==> src/hdl/gnfcs_pkg.sv <==
// Shared types, constants and the microcode program of the nearest free cell search.
package gnfcs_pkg;

   // signed width of probe coordinates and grid bounds
   localparam int CW       = 11;
   localparam int PCW      = 4;
   localparam int NUM_DIRS = 8;

   typedef logic [PCW-1:0] pc_type;
   typedef logic [2:0]     dir_type;

   localparam pc_type PC_CLEAR      = 4'd0;
   localparam pc_type PC_IDLE       = 4'd1;
   localparam pc_type PC_DISPATCH   = 4'd2;
   localparam pc_type PC_TILE_CHK   = 4'd3;
   localparam pc_type PC_TILE_RD    = 4'd4;
   localparam pc_type PC_TILE_WR    = 4'd5;
   localparam pc_type PC_START_RD   = 4'd6;
   localparam pc_type PC_START_TEST = 4'd7;
   localparam pc_type PC_PROBE_RD   = 4'd8;
   localparam pc_type PC_PROBE_TEST = 4'd9;
   localparam pc_type PC_EMIT       = 4'd10;

   typedef enum logic [3:0] {
      OP_NONE,
      OP_CLEAR,
      OP_ACCEPT,
      OP_TILE_INIT,
      OP_TILE_RD,
      OP_TILE_WR,
      OP_START_RD,
      OP_START_TEST,
      OP_PROBE_RD,
      OP_PROBE_TEST,
      OP_EMIT
   } op_type;

   typedef enum logic [3:0] {
      COND_ALWAYS,
      COND_REQ,
      COND_MODE0,
      COND_TILE_SKIP,
      COND_CLR_LAST,
      COND_TILE_LAST,
      COND_OFF_GRID,
      COND_START_STOP,
      COND_PROBE_STOP,
      COND_OUT_BUSY
   } cond_type;

   typedef enum logic {
      REG_TILES_WIDE,
      REG_TILES_HIGH
   } reg_type;

   typedef enum logic [1:0] {
      STEP_ZERO,
      STEP_POS,
      STEP_NEG
   } step_type;

   typedef struct packed {
      op_type   op;
      cond_type cond;
      pc_type   tgt_t;
      pc_type   tgt_f;
   } uword_type;

   typedef struct packed {
      logic mode0;
      logic tile_skip;
      logic clr_last;
      logic tile_last;
      logic off_grid;
      logic start_stop;
      logic probe_stop;
   } dp_flags_type;

   // probe order N, E, S, W, NE, SE, SW, NW; north is decreasing row
   function automatic step_type dir_dx(input dir_type k);
      case (k)
         3'd1, 3'd4, 3'd5: dir_dx = STEP_POS;
         3'd3, 3'd6, 3'd7: dir_dx = STEP_NEG;
         default:          dir_dx = STEP_ZERO;
      endcase
   endfunction

   function automatic step_type dir_dy(input dir_type k);
      case (k)
         3'd2, 3'd5, 3'd6: dir_dy = STEP_POS;
         3'd0, 3'd4, 3'd7: dir_dy = STEP_NEG;
         default:          dir_dy = STEP_ZERO;
      endcase
   endfunction

   // control store: op, branch condition, target if true, target if false
   function automatic uword_type ucode_rom(input pc_type pc);
      case (pc)
         PC_CLEAR:      ucode_rom = '{OP_CLEAR,      COND_CLR_LAST,   PC_IDLE,     PC_CLEAR};
         PC_IDLE:       ucode_rom = '{OP_ACCEPT,     COND_REQ,        PC_DISPATCH, PC_IDLE};
         PC_DISPATCH:   ucode_rom = '{OP_NONE,       COND_MODE0,      PC_TILE_CHK, PC_START_RD};
         PC_TILE_CHK:   ucode_rom = '{OP_TILE_INIT,  COND_TILE_SKIP,  PC_EMIT,     PC_TILE_RD};
         PC_TILE_RD:    ucode_rom = '{OP_TILE_RD,    COND_ALWAYS,     PC_TILE_WR,  PC_TILE_WR};
         PC_TILE_WR:    ucode_rom = '{OP_TILE_WR,    COND_TILE_LAST,  PC_EMIT,     PC_TILE_RD};
         PC_START_RD:   ucode_rom = '{OP_START_RD,   COND_OFF_GRID,   PC_EMIT,     PC_START_TEST};
         PC_START_TEST: ucode_rom = '{OP_START_TEST, COND_START_STOP, PC_EMIT,     PC_PROBE_RD};
         PC_PROBE_RD:   ucode_rom = '{OP_PROBE_RD,   COND_ALWAYS,     PC_PROBE_TEST, PC_PROBE_TEST};
         PC_PROBE_TEST: ucode_rom = '{OP_PROBE_TEST, COND_PROBE_STOP, PC_EMIT,     PC_PROBE_RD};
         PC_EMIT:       ucode_rom = '{OP_EMIT,       COND_OUT_BUSY,   PC_EMIT,     PC_IDLE};
         default:       ucode_rom = '{OP_NONE,       COND_ALWAYS,     PC_IDLE,     PC_IDLE};
      endcase
   endfunction

endpackage

==> src/hdl/gnfcs_seq.sv <==
// Microcode sequencer: step counter, control store lookup and conditional branch.
module gnfcs_seq (
   input  logic                   clock,
   input  logic                   reset,
   input  gnfcs_pkg::dp_flags_type flags_i,
   input  logic                   req_fire_i,
   input  logic                   out_busy_i,
   output gnfcs_pkg::op_type      op_o
);

   gnfcs_pkg::pc_type    pc_ff;
   gnfcs_pkg::pc_type    pc_in;
   gnfcs_pkg::uword_type uw;
   logic                 take;

   assign uw = gnfcs_pkg::ucode_rom(pc_ff);

   always_comb begin
      case (uw.cond)
         gnfcs_pkg::COND_ALWAYS:     take = 1'b1;
         gnfcs_pkg::COND_REQ:        take = req_fire_i;
         gnfcs_pkg::COND_MODE0:      take = flags_i.mode0;
         gnfcs_pkg::COND_TILE_SKIP:  take = flags_i.tile_skip;
         gnfcs_pkg::COND_CLR_LAST:   take = flags_i.clr_last;
         gnfcs_pkg::COND_TILE_LAST:  take = flags_i.tile_last;
         gnfcs_pkg::COND_OFF_GRID:   take = flags_i.off_grid;
         gnfcs_pkg::COND_START_STOP: take = flags_i.start_stop;
         gnfcs_pkg::COND_PROBE_STOP: take = flags_i.probe_stop;
         gnfcs_pkg::COND_OUT_BUSY:   take = out_busy_i;
         default:                    take = 1'b0;
      endcase
      pc_in = take ? uw.tgt_t : uw.tgt_f;
   end

   always_ff @(posedge clock) begin
      if (reset) begin
         pc_ff <= gnfcs_pkg::PC_CLEAR;
      end else begin
         pc_ff <= pc_in;
      end
   end

   assign op_o = uw.op;

endmodule

==> config.mk <==
export PLATFORM = sky130hd
export DESIGN_NAME = gnfcs_seq
export DESIGN_NICKNAME = d
export VERILOG_FILES = /design/src/hdl/gnfcs_pkg.sv /design/src/hdl/gnfcs_seq.sv
export SDC_FILE = /design/constraint.sdc
export NUM_CORES = 1
export LEC_CHECK = 0
export ABC_AREA = 1
export BUFFER_PORTS_ARGS = -buffer_cell sky130_fd_sc_hd__buf_2
export CAP_MARGIN = 10
export CORE_UTILIZATION = 53
export DETAILED_ROUTE_END_ITERATION = 7
export PLACE_DENSITY = 0.76
export SYNTH_ARGS = -nofsm -noshare
export SYNTH_HDL_FRONTEND = slang
export SYNTH_SLANG_ARGS = --single-unit
==> constraint.sdc <==
create_clock -name clock -period 2.1 [get_ports clock]
set_input_delay 0.315 -clock clock [delete_from_list [all_inputs] [get_ports clock]]
set_output_delay 0.315 -clock clock [all_outputs]
set_load 0.005 [all_outputs]
Word level (Yosys, flattened, before mapping)
Memory sizes are Yosys's and may differ from the RTL's. A register that Yosys moved wholly into a read port is not among the register bits.
Cells that the tools add are included.
{"block": "op_classes", "eq_ne": 9, "muxes": 3, "n_reduce_logical": 1}
{"cell": "4-bit by 3-bit equality test with 1-bit output (second input constant)", "n": 4}
{"cell": "1-bit one-hot mux with 10 select lines", "n": 1}
{"cell": "4-bit by 2-bit equality test with 1-bit output (second input constant)", "n": 2}
{"cell": "4-bit equality test (second input constant)", "n": 2}
{"cell": "4-bit 2-to-1 mux", "n": 2}
{"cell": "4-bit by 1-bit equality test with 1-bit output (second input constant)", "n": 1}
{"cell": "4-bit zero test", "n": 1}
{"block": "totals", "reg_bits": 0, "rom_bits": 256, "input_bits": 11, "output_inout_bits": 4, "elab_cells": 14, "mem_count": 1}
{"memory": "(name not given)", "depth": 16, "width": 16, "rd": 1, "rd_clocked_by_memory_dff": 1, "wr": 0, "line_no": "gnfcs_pkg.sv:98", "rtl": "case (pc)"}

Logic depth before layout (Yosys ltp)
{"block": "logic_depth", "depth_word": 4, "mapped_depth": 13}

Least setup slack after synthesis
Ideal clock, no wire load.
{"block": "synth_timing", "path_type": "register to register", "startpoint": "register, netlist name uw[8]", "endpoint": "register, netlist name uw[4]", "setup_time_ns": 0.127, "t_arrival_ns": 1.626, "required_ns": 1.973, "setup_slack_ns": 0.348, "stages_incl_launch_ff": 14, "path_buffers": 0, "synth_period_minus_slack_ns": 1.752, "path_cell_list": "dfxtp_1 > inv_2 > nand3_1 > nand2_2 > o21bai_4 > nand3_4 > nand2_1 > nand3_2 > inv_1 > ha_1 > inv_1 > nand2_1 > nand2_1 > o211ai_1"}
{"block": "synth_between", "elab_chain_len": 4}
{"item": "4-bit equality test (tied with other cells)", "line_no": "gnfcs_seq.sv:19", "rtl": "case (uw.cond)"}
{"item": "1-bit one-hot mux with 10 select lines (*)", "line_no": "gnfcs_seq.sv:19"}
{"item": "4-bit 2-to-1 mux (*)", "line_no": "gnfcs_seq.sv:32", "rtl": "pc_in = take ? uw.tgt_t : uw.tgt_f;"}
{"item": "4-bit 2-to-1 mux (no line) (*)"}
Mark *: on every way between the ends. The rest lies on a longest branch, timed or not.

Final worst setup path
{"block": "layout_timing", "startpoint": "register, netlist name uw[9]", "endpoint": "register, netlist name uw[4]"}
{"block": "layout_between", "elab_chain_len": 4}
{"item": "4-bit equality test (tied with other cells)", "line_no": "gnfcs_seq.sv:19"}
{"item": "1-bit one-hot mux with 10 select lines (*)", "line_no": "gnfcs_seq.sv:19"}
{"item": "4-bit 2-to-1 mux (*)", "line_no": "gnfcs_seq.sv:32"}
{"item": "4-bit 2-to-1 mux (no line) (*)"}
Marks and branches as above.

==> run summary <==
drt wl/cell = 12.0 um
Worst-Margin Slew = 295 ps
TritonCTS clock tree = built
clk_lat worst skew = 280 ps
syn_nets = 136
status = finished clean
CP Max Fanout = 7
CP Cell Sequence = inv_1, nand3_1, nand2_1, o21bai_4, nand3_4, nand2_1, nand3_2, ha_1, inv_1, nand2_1, nand2_1, o211ai_1
row count = 14
Critical path buffers and inverters = 2
largest family of logic cells by synthesized area = simple AND/OR/NAND/NOR gates
fmax = 525 MHz
Fin. Hold Viols = 0
Internal = 890 uW
Critical Path Slowest Stage Cell = dfxtp_2
synth top area cells = dfxtp_1 36%, nand2_1 14%, inv_1 7.9%, nand3_1 7.8%, ha_1 4.2%
setup TNS = 0 ps
DRT iter0 DRCs = 27
initial antenna violation count = 0
Avg Synthesized Cell Area = 7.35 um^2
# port buffers = 14
drt pass-1 iters = 4
compound-cell area share of the yosys netlist = 5.86%
vias in the first global route = 777
IO Pins = 15
mux contribution to synthesized area = 0%
combinational share of power = 63.0%
family with the most delay on the worst path = simple AND/OR/NAND/NOR gates
total grt overflow = 0
switching power = 880 uW
number of diodes = 0
most frequent cells in the layout = 33 x nand2_1, 18 x inv_1, 14 x buf_2, 14 x dfxtp_1, 13 x nand3_1
first-pass GRT wire length = 3150 um
nets = 150
fin. max-slew vios = 0
Startpoint Class = flop
Cells after Synth = 122
Max-slew headroom = 80.3%
Post-Synth XOR/XNOR Area = 0%
Seq cells post-synth = 16
post-DP HPWL = 1440 um
Clock Power Share = 8.8%
post-synthesis adder-cell area fraction = 4.18%
critical path depth in cells = 12
vias per inst = 5.17
final worst slack = 195 ps
PwrDens = 1800 nW/um^2
Reg2Reg Depth = 12
pin count of the biggest net entering global routing = 12
Layout area overhead = 9.62%
CP Capture Type = flop
sequential area share after synthesis = 35.7%
Flop pwr share = 28.2%
die width = 43.1 um
share of cells above drive strength 1 = 28.4%
worst hold path depth = 4
total CTS buffers = 3
CTS Root Cell = clkbuf_4
Initial Util = 58.2%
Switching Fraction = 49.7%
crit-path max cell delay = 390 ps
Synth top area share = 35.7%
clk sinks = 16
commonest non-fill, non-tap cell in the layout = nand2_1
max-cap violation count = 0
Static Leakage = 0.544 nW
Chip Height = 43.1 um
worst vdd ir = 1.04 mV
Synth area leader = dfxtp_1
Final setup violation count = 0
vias = 776
WL final = 1800 um
Tmin final = 1910 ps
Antenna Nets Post-Route = 0
Worst EP arrival = 2070 ps
H-tree Lvls = 1
Placer Congestion = 0.802
Distinct cells, synth = 23
Total GRT Usage = 22.8%
RSZ-0062 raised after global routing = no
final worst path period share = 90.7%
clk_skew = 1.30 ps
WP data required = 2270 ps
clk buf depth = 2
Hold Crit Class = input port to flop
post-synthesis simple-gate area fraction = 39.9%
CP most frequent cell = nand2_1
pre-CTS setup slack = 68.0 ps
max reg flops = 16
Synth warnings = 0
Core Region = 1540 um^2
post-cts hold buffer count = 0
Worst-path clk slew = 90 ps
DRC Markers = 0
Crit Path Class = flop to flop
mapped cell area = 897 um^2
Die Area = 1860 um^2
layer usage:
layer	track usage, %	share of wire (%)	up-vias	wire [um]
met4	12.7	3.1	0	55
met1	24.8	43	348	767
li1	-	-	403	-
met3	3.83	3.0	8	54
met5	0	0	-	0
met2	40.9	51	17	924
path summary, 6_finish.rpt:
path | start | slack (ps) | end
hold / removal | reset | 500 | uw[9]$_SDFF_PP0_
setup / recovery | uw[9]$_SDFF_PP0_ | 190 | uw[4]$_DFF_P_
setup reg to reg | uw[9]$_SDFF_PP0_ | 190 | uw[4]$_DFF_P_
hold reg to reg | uw[6]$_SDFF_PP0_ | 640 | uw[6]$_SDFF_PP0_
tightest hold or removal path, cell delays in order:
cell and delay (ps):
buf_2 70, inv_1 130, nand3_4 170, nor2_1 60
what timing repair did:
action                                  CTS  global route
endpoints found under the setup margin    0             3
setup buffers                             0             0
resized for setup                         0             5
per-stage QoR:
| step | utilization, % | hold slack, ps | area, um^2 | instances | power [mW] |
|---|---|---|---|---|---|
| after CTS | 62.8 | 485 | 968 | 150 | 1.74 |
| after global routing | 63.8 | 539 | 983 | 150 | 1.95 |
| final | 63.8 | 501 | 983 | 150 | 1.77 |
| after floorplan | - | 576 | 897 | 122 | 1.40 |
| after global placement | 61.4 | 634 | 946 | 147 | 1.53 |
| after detailed placement | 61.4 | 623 | 946 | 147 | 1.58 |
synth_stat cells:
cell type / n
nor2_4: 1
clkinv_2: 1
nand2_1: 33
nor2_2: 1
dfxtp_1: 16
inv_1: 19
o21bai_1: 1
nor2_1: 6
nand3_1: 14
o21ai_0: 1
ha_1: 3
o21bai_4: 1
o21ai_2: 1
buf_4: 4
nand3_2: 3
a21oi_1: 1
o211ai_1: 1
nand3_4: 1
nor2_8: 1
nand4_1: 5
buf_6: 1
nand2_2: 4
inv_2: 3
power groups by stage:
stage	sequential (mW)	clock (mW)	combinational [mW]
after floorplan	0.489	0	0.911
final	0.498	0.156	1.12
after global placement	0.494	0	1.04
after CTS	0.496	0.158	1.09
after detailed placement	0.503	0	1.08
after global routing	0.517	0.177	1.26
cell type report:
type,count,area (um^2)
clock buffer,3,22.5
fill,137,558
inverter,23,87.6
multi-input combinational,78,460
sequential,16,323
tap,16,20.0
timing repair buffer,14,70.1
cells by family after synthesis:
logic type,after synthesis
AOI/OAI and AO/OA,6
and+or+nand+nor,69
buffers and inverters,28
adders and majority gates,3
DFF,16
(Power assumes the default switching activity.)
